[src/ffha_pkg.sv]
package ffha_pkg;

    localparam int HEAP_BYTES   = 65536;
    localparam int HEADER_BYTES = 20;

    localparam int WORDS     = HEAP_BYTES / 4;
    localparam int HDR_WORDS = (HEADER_BYTES + 3) / 4;
    localparam int HDR_BYTES = HDR_WORDS * 4;
    localparam int FOOT_WORD = WORDS - HDR_WORDS;

    localparam int IDX_W  = $clog2(WORDS);
    localparam int LINK_W = $clog2(WORDS + 1);
    // byte sizes and payload lengths, with one spare bit for the header add
    localparam int CMP_W  = (((IDX_W + 3) > 17) ? (IDX_W + 3) : 17) + 1;
    localparam int H_W    = (LINK_W > 16) ? LINK_W : 16;
    localparam int PA_W   = ((IDX_W + 3) > 16) ? (IDX_W + 3) : 16;

    typedef logic [LINK_W-1:0] t_link;
    typedef logic [1:0]        t_status;

    localparam t_link NIL = t_link'(WORDS);

    localparam t_status ST_DONE    = 2'd0;
    localparam t_status ST_NOFIT   = 2'd1;
    localparam t_status ST_IGNORED = 2'd2;

    typedef enum logic [4:0] {
        OP_NONE,
        OP_INIT0,
        OP_INIT1,
        OP_LOAD,
        OP_EVAL,
        OP_WR_NW,
        OP_WR_NBR,
        OP_UNLINK,
        OP_WR_CUR_FIN,
        OP_SET_FAIL,
        OP_SET_IGN,
        OP_SET_FREE,
        OP_LATCH_H,
        OP_RD1,
        OP_RD2,
        OP_LATCH2,
        OP_DECIDE,
        OP_PUSH1,
        OP_PUSH2,
        OP_MA,
        OP_MB,
        OP_MC,
        OP_MD
    } t_op;

    typedef struct packed {
        t_op  op;
        logic load_out;
    } t_cmd;

    typedef struct packed {
        logic cur_valid;
        logic fit;
        logic steps_last;
        logic split;
        logic bad;
        logic fok;
        logic ep;
        logic en;
    } t_sts;

    function automatic logic is_valid(t_link x);
        return x < t_link'(WORDS);
    endfunction

endpackage

[src/ffha_ctrl.sv]
module ffha_ctrl (
    input  logic           i_clk,
    input  logic           i_rst_n,
    input  logic           i_in_valid,
    input  logic           i_req,
    output logic           o_in_ready,
    input  logic           i_out_ready,
    output logic           o_out_valid,
    input  ffha_pkg::t_sts i_sts,
    output ffha_pkg::t_cmd o_cmd
);

    typedef enum logic [26:0] {
        S_INIT0 = 27'd1 << 0,
        S_INIT1 = 27'd1 << 1,
        S_IDLE  = 27'd1 << 2,
        S_A_CHK = 27'd1 << 3,
        S_A_EVL = 27'd1 << 4,
        S_A_DEC = 27'd1 << 5,
        S_A_NW  = 27'd1 << 6,
        S_A_NBR = 27'd1 << 7,
        S_A_UNL = 27'd1 << 8,
        S_A_FIN = 27'd1 << 9,
        S_FAIL  = 27'd1 << 10,
        S_F_CHK = 27'd1 << 11,
        S_F_LH  = 27'd1 << 12,
        S_F_RD1 = 27'd1 << 13,
        S_F_RD2 = 27'd1 << 14,
        S_F_EV  = 27'd1 << 15,
        S_F_DEC = 27'd1 << 16,
        S_F_BR  = 27'd1 << 17,
        S_F_P1  = 27'd1 << 18,
        S_F_P2  = 27'd1 << 19,
        S_F_MA  = 27'd1 << 20,
        S_F_MB  = 27'd1 << 21,
        S_F_MC  = 27'd1 << 22,
        S_F_MD  = 27'd1 << 23,
        S_F_FIN = 27'd1 << 24,
        S_IGN   = 27'd1 << 25,
        S_DONE  = 27'd1 << 26
    } t_state;

    t_state r_state, n_state;
    logic   r_out_valid, n_out_valid;

    always_comb begin
        n_state        = r_state;
        o_cmd.op       = ffha_pkg::OP_NONE;
        o_cmd.load_out = 1'b0;
        o_in_ready     = 1'b0;

        unique case (r_state)
            S_INIT0: begin
                o_cmd.op = ffha_pkg::OP_INIT0;
                n_state  = S_INIT1;
            end
            S_INIT1: begin
                o_cmd.op = ffha_pkg::OP_INIT1;
                n_state  = S_IDLE;
            end
            S_IDLE: begin
                o_in_ready = 1'b1;
                if (i_in_valid) begin
                    o_cmd.op = ffha_pkg::OP_LOAD;
                    n_state  = i_req ? S_F_CHK : S_A_CHK;
                end
            end
            S_A_CHK: begin
                n_state = i_sts.cur_valid ? S_A_EVL : S_FAIL;
            end
            S_A_EVL: begin
                o_cmd.op = ffha_pkg::OP_EVAL;
                if (i_sts.fit) begin
                    n_state = S_A_DEC;
                end else if (i_sts.steps_last) begin
                    n_state = S_FAIL;
                end else begin
                    n_state = S_A_CHK;
                end
            end
            S_A_DEC: begin
                n_state = i_sts.split ? S_A_NW : S_A_UNL;
            end
            S_A_NW: begin
                o_cmd.op = ffha_pkg::OP_WR_NW;
                n_state  = S_A_NBR;
            end
            S_A_NBR: begin
                o_cmd.op = ffha_pkg::OP_WR_NBR;
                n_state  = S_A_FIN;
            end
            S_A_UNL: begin
                o_cmd.op = ffha_pkg::OP_UNLINK;
                n_state  = S_A_FIN;
            end
            S_A_FIN: begin
                o_cmd.op = ffha_pkg::OP_WR_CUR_FIN;
                n_state  = S_DONE;
            end
            S_FAIL: begin
                o_cmd.op = ffha_pkg::OP_SET_FAIL;
                n_state  = S_DONE;
            end
            S_F_CHK: begin
                n_state = i_sts.bad ? S_IGN : S_F_LH;
            end
            S_F_LH: begin
                o_cmd.op = ffha_pkg::OP_LATCH_H;
                n_state  = S_F_RD1;
            end
            S_F_RD1: begin
                o_cmd.op = ffha_pkg::OP_RD1;
                n_state  = S_F_RD2;
            end
            S_F_RD2: begin
                o_cmd.op = ffha_pkg::OP_RD2;
                n_state  = S_F_EV;
            end
            S_F_EV: begin
                o_cmd.op = ffha_pkg::OP_LATCH2;
                n_state  = S_F_DEC;
            end
            S_F_DEC: begin
                o_cmd.op = ffha_pkg::OP_DECIDE;
                n_state  = S_F_BR;
            end
            S_F_BR: begin
                priority if (!i_sts.fok) begin
                    n_state = S_IGN;
                end else if (i_sts.ep) begin
                    n_state = S_F_MA;
                end else if (i_sts.en) begin
                    n_state = S_F_MB;
                end else begin
                    n_state = S_F_P1;
                end
            end
            S_F_P1: begin
                o_cmd.op = ffha_pkg::OP_PUSH1;
                n_state  = S_F_P2;
            end
            S_F_P2: begin
                o_cmd.op = ffha_pkg::OP_PUSH2;
                n_state  = S_F_FIN;
            end
            S_F_MA: begin
                o_cmd.op = ffha_pkg::OP_MA;
                n_state  = i_sts.en ? S_F_MB : S_F_FIN;
            end
            S_F_MB: begin
                o_cmd.op = ffha_pkg::OP_MB;
                n_state  = S_F_MC;
            end
            S_F_MC: begin
                o_cmd.op = ffha_pkg::OP_MC;
                n_state  = i_sts.ep ? S_F_FIN : S_F_MD;
            end
            S_F_MD: begin
                o_cmd.op = ffha_pkg::OP_MD;
                n_state  = S_F_FIN;
            end
            S_F_FIN: begin
                o_cmd.op = ffha_pkg::OP_SET_FREE;
                n_state  = S_DONE;
            end
            S_IGN: begin
                o_cmd.op = ffha_pkg::OP_SET_IGN;
                n_state  = S_DONE;
            end
            S_DONE: begin
                // wait for the output register to free up
                if (!r_out_valid || i_out_ready) begin
                    o_cmd.load_out = 1'b1;
                    n_state        = S_IDLE;
                end
            end
            default: begin
                n_state = S_IDLE;
            end
        endcase

        if (o_cmd.load_out) begin
            n_out_valid = 1'b1;
        end else if (i_out_ready) begin
            n_out_valid = 1'b0;
        end else begin
            n_out_valid = r_out_valid;
        end
    end

    always_ff @(posedge i_clk) begin
        if (!i_rst_n) begin
            r_state     <= S_INIT0;
            r_out_valid <= 1'b0;
        end else begin
            r_state     <= n_state;
            r_out_valid <= n_out_valid;
        end
    end

    assign o_out_valid = r_out_valid;

endmodule

[config.mk]
export PLATFORM = sky130hd
export DESIGN_NAME = ffha_ctrl
export DESIGN_NICKNAME = d
export VERILOG_FILES = /design/src/ffha_pkg.sv /design/src/ffha_ctrl.sv
export SDC_FILE = /design/constraint.sdc
export NUM_CORES = 1
export LEC_CHECK = 0
export BUFFER_PORTS_ARGS = -buffer_cell sky130_fd_sc_hd__buf_2
export CAP_MARGIN = 10
export CORE_ASPECT_RATIO = 1.75
export CORE_MARGIN = 1
export CORE_UTILIZATION = 57
export CTS_CLUSTER_DIAMETER = 40
export DETAILED_ROUTE_END_ITERATION = 6
export PLACE_DENSITY = 0.78
export REMOVE_ABC_BUFFERS = 1
export SYNTH_ARGS = -nofsm -noshare
export SYNTH_HDL_FRONTEND = slang
export SYNTH_SLANG_ARGS = --single-unit
[constraint.sdc]
create_clock -name i_clk -period 3 [get_ports i_clk]
set_clock_uncertainty 0.15 [all_clocks]
set_input_delay 0 -clock i_clk [delete_from_list [all_inputs] [get_ports i_clk]]
set_output_delay 0 -clock i_clk [all_outputs]
set_load 0.01 [all_outputs]
Word-level counts from Yosys, hierarchy flattened
Cells that the tools add are included.
Word-level totals
  register bits after elaboration: 28
  input bits: 13
  output and inout port bits: 8
Operators by class
  equal/unequal tests: 29
  mux-type cells: 21
  reduce and logical (&&, ||, !) cells: 7
Operators by type and width (count)
  27-bit case mux with 21 select lines: 1
  5-bit case mux with 22 select lines: 1
  27-bit two-way mux: 2
  26-bit two-way mux: 2
  25-bit two-way mux: 2
  22-bit two-way mux: 2
  11-bit two-way mux: 3
  27-bit by 1-bit == test with 1-bit output, second input constant: 1
  27-bit by 10-bit == test with 1-bit output, second input constant: 1
  27-bit by 11-bit == test with 1-bit output, second input constant: 1
  27-bit by 12-bit == test with 1-bit output, second input constant: 1
  27-bit by 13-bit == test with 1-bit output, second input constant: 1
  27-bit by 14-bit == test with 1-bit output, second input constant: 1
  27-bit by 15-bit == test with 1-bit output, second input constant: 1
  27-bit by 16-bit == test with 1-bit output, second input constant: 1
  27-bit by 17-bit == test with 1-bit output, second input constant: 1
  27-bit by 18-bit == test with 1-bit output, second input constant: 1
  27-bit by 19-bit == test with 1-bit output, second input constant: 1
  27-bit by 2-bit == test with 1-bit output, second input constant: 1
  27-bit by 20-bit == test with 1-bit output, second input constant: 1
  27-bit by 21-bit == test with 1-bit output, second input constant: 1
  27-bit by 22-bit == test with 1-bit output, second input constant: 1
  27-bit by 23-bit == test with 1-bit output, second input constant: 1
  27-bit by 24-bit == test with 1-bit output, second input constant: 1
  21 further kinds: 27

Longest topological paths before layout
  depth after elaboration: 5
  gate-level depth with buffers: 9
  gate-level depth less buffers: 7

Least setup slack after synthesis
Ideal clock, no wire load.
  kind: reg2reg
  start point: reg r_state[15]
  end point: reg r_state[19]
  arrival time: 2.088 ns
  data required time: 2.735 ns
  setup slack: 0.646 ns
  stages on the path, launching flop included: 10
  path buffers: 2
  cell sequence: dfxtp_1 > buf_2 > nor4_2 > nand3_4 > or2_1 > buf_6 > nor4b_2 > or4_4 > or4_1 > and3_1
Between the ends
  cells in the longest elaborated chain, start to end: 3
  elaborated cells between the ends (all ways): 33
Ends and longest elaborated chain
  from (decl): RTL line ffha_ctrl.sv:43  | t_state r_state, n_state;
  from (signal assigned): RTL line ffha_ctrl.sv:196  | r_state <= n_state;
  27-bit by 26-bit == test with 1-bit output, or another cell as far along: RTL line ffha_ctrl.sv:52  | unique case (r_state)
  4-bit OR reduction (no line), or another cell as far along
  27-bit case mux with 21 select lines / 2-bit AND reduction (equally long branches)
Parallel ways exist; a longest one is shown, timed or not.
A chain may end at the register's enable or synchronous reset.

==> reports/qor.txt <==
clock share of power: 27.6%
fillcell total: 222
leak pwr: 0.823 nW
via/cell ratio: 6.70
RSZ-0062 raised after global routing: no
Final nets: 261
gr usage total: 33.3%
asr flop ratio synth: 0%
Antenna diodes: 0
met1 GRT Util: 34.3%
total die area: 0.00318 mm²
GRT Residual Overflow: 0
Post-synth EDFFs: 0
dpl cells: 257
commonest non-fill, non-tap cell in the layout: nor2_1
commonest non-fill, non-tap cells in the layout: nor2_1, dfxtp_1, nand2_1, buf_2, nor3_1
crit path launch type: flop
switching power: 190 µW
CTS tree: built
CTS sink cnt: 28
GP Congestion: 0.993
area grow syn2layout: 20.5%
Sequential Power Share: 53.9%
H-tree depth: 1
Die W: 43.1 µm
share of cells above drive strength 1: 18.3%
worst-path fanout max: 10
met2 Track Usage GR: 58.8%
wire length per cell: 17.9 µm
I/O Buffers: 20
register clock-pin slew on the reported worst setup and hold paths: 0.09 ns
Fmax: 350 MHz
combinational share of power: 18.5%
internal power: 524 µW
DRC viols: 0
number of DRC markers in iteration 0: 134
Post-Syn Instances: 208
post-detail-place hpwl: 3690 µm
Root Driver: clkbuf_8
GRT busiest layer: met2
switching share of power: 26.7%
Yosys cell types: 45
Worst slew margin: 54.1%
starting density of the core: 61.1%
Final Non-Filler Cells: 273
WP data arrival: 2.70 ns
Hold Path Class: primary input to flop
syn_area_per_cell: 8.08 µm²
crit end category: output port
worst-margin pin slew: 0.683 ns
met3 Resource Use GR: 6.63%
Final ANT Viol Nets: 0
vias in the first global route: 1787
final hold violation count: 0
Max Root-Sink Buffers: 2
DR pass1 iterations: 4
Clock Latency Late Sink: 0.27 ns
Final period util: 95.1%
Hold Crit Start: i_sts[4]
sequential fraction of the synthesis area: 33.3%
CTS Buf Count: 3
first-pass GRT wire length: 7940 µm
final setup fails: 0
crit path kind: flop to output port
Die H: 73.9 µm
Final min period: 2.85 ns
worst vdd ir: 0.277 mV
worst setup path startpoint: r_state[4]$_SDFFE_PN0P_
Power Dens Cells: 352 mW/mm²
setup_tns: 0 ns
Post-Synthesis Cell Area: 0.00168 mm²
status: completed
top_reg_cell synth: dfxtp_1
initial antenna violation count: 0
#FFs+latches synth: 28
reg-to-reg startpoint: r_state[15]$_SDFFE_PN0P_
largest net degree at the start of global routing: 15
Core Area: 0.00275 mm²
Via Count: 1830
max-slew violations: 0
total of max-cap violations: 0
synth warn: 0
Rows: 25
Worst EP required: 2.85 ns
Final Routed Wirelength: 4900 µm
I/O pin count: 21
-- sequential cells by signal (all words and copies together) (netlist names) --
name,flops
o_out_valid,1
r_state,27
-- area by class of cell --
class	instances	area (µm²)	share of cell area, %
Timing Repair Buffer	39	275	13.6
Tap cell	27	33.8	1.67
Inverter	4	15.0	0.741
Sequential cell	28	561	27.7
Clock buffer	3	41.3	2.04
Multi-Input combinational cell	172	1100	54.3
-- critical path, cell delays in order (launching register included) --
cell      delay, ns
dfxtp_1        0.38
nor4_2         0.59
nand3_4        0.21
or2_1          0.40
nor3_2         0.41
a211oi_1       0.18
nand4b_1       0.12
buf_2          0.14
-- layer usage --
metal	up-vias	share of wire (%)
li1	859	-
met1	869	37
met2	78	53
met3	24	5.1
met4	0	5.1
met5	-	0
-- synthesized netlist by cell type, drive strengths merged (2+ instances only) --
cell	count	area share, %
nand4	4	1.5
nand3b	10	4.5
nor4	17	8.2
or4b	2	1.2
nor2b	3	1.1
a21oi	8	2.4
inv	3	0.67
nor3	16	5.4
or4	3	1.6
a211oi	2	0.89
nor3b	4	1.8
nand2	21	4.7
nor4b	4	2.5
nand4b	6	3.1
o21ai	5	1.5
nand2b	5	1.9
and3	3	1.1
nand3	7	2.8
xor2	2	1.0
nor2	30	6.7
buf	4	1.7
dfxtp	28	33
or2	2	0.74
or3	3	1.1
xnor2	4	2.1
-- power groups by stage --
stage / logic, mW / registers (mW) / clock network, mW
final: 0.132 / 0.385 / 0.197
after floorplan: 0.0743 / 0.391 / 0
after global routing: 0.143 / 0.386 / 0.223
after global placement: 0.113 / 0.393 / 0
after CTS: 0.128 / 0.385 / 0.201
after detailed placement: 0.116 / 0.394 / 0
-- stage by stage --
stage | setup WS [ns] | hold WS [ns] | instance area (µm²) | total power [mW] | utilization, %
after floorplan | 0.568 | -0.0784 | 1650 | 0.465 | -
after global placement | 0.372 | 0.0184 | 1830 | 0.506 | 66.5
after detailed placement | 0.291 | 0.0210 | 1830 | 0.509 | 66.5
after CTS | 0.130 | 0.266 | 2000 | 0.714 | 72.8
after global routing | 0.0195 | 0.290 | 2030 | 0.751 | 73.6
final | 0.147 | 0.260 | 2030 | 0.714 | 73.6
-- repair_timing --
action	CTS	global route
hold buffers	13	0
endpoints found under the setup margin	0	2
buffers inserted	0	0
resized for setup	0	3
hold endpoints to repair	20	0
-- path summary, 6_finish.rpt --
kind,endpoint,slack [ns],depth (start not counted)
worst max register to register,r_state[22]$_SDFFE_PN0P_,0.24,7
worst min-delay path,r_state[8]$_SDFFE_PN0P_,0.26,3
worst min register to register,r_state[22]$_SDFFE_PN0P_,0.44,2
worst max-delay path,o_cmd[1],0.15,7
-- logic make-up after synthesis --
logic type,Yosys count,synth area share [%]
and+or+nand+nor,143,51.1
DFF,28,33.3
AOI/OAI and AO/OA,22,9.15
buffers and inverters,8,2.60
xor gates and xnor gates,6,3.12
muxes,1,0.670
(Power assumes the default switching activity.)
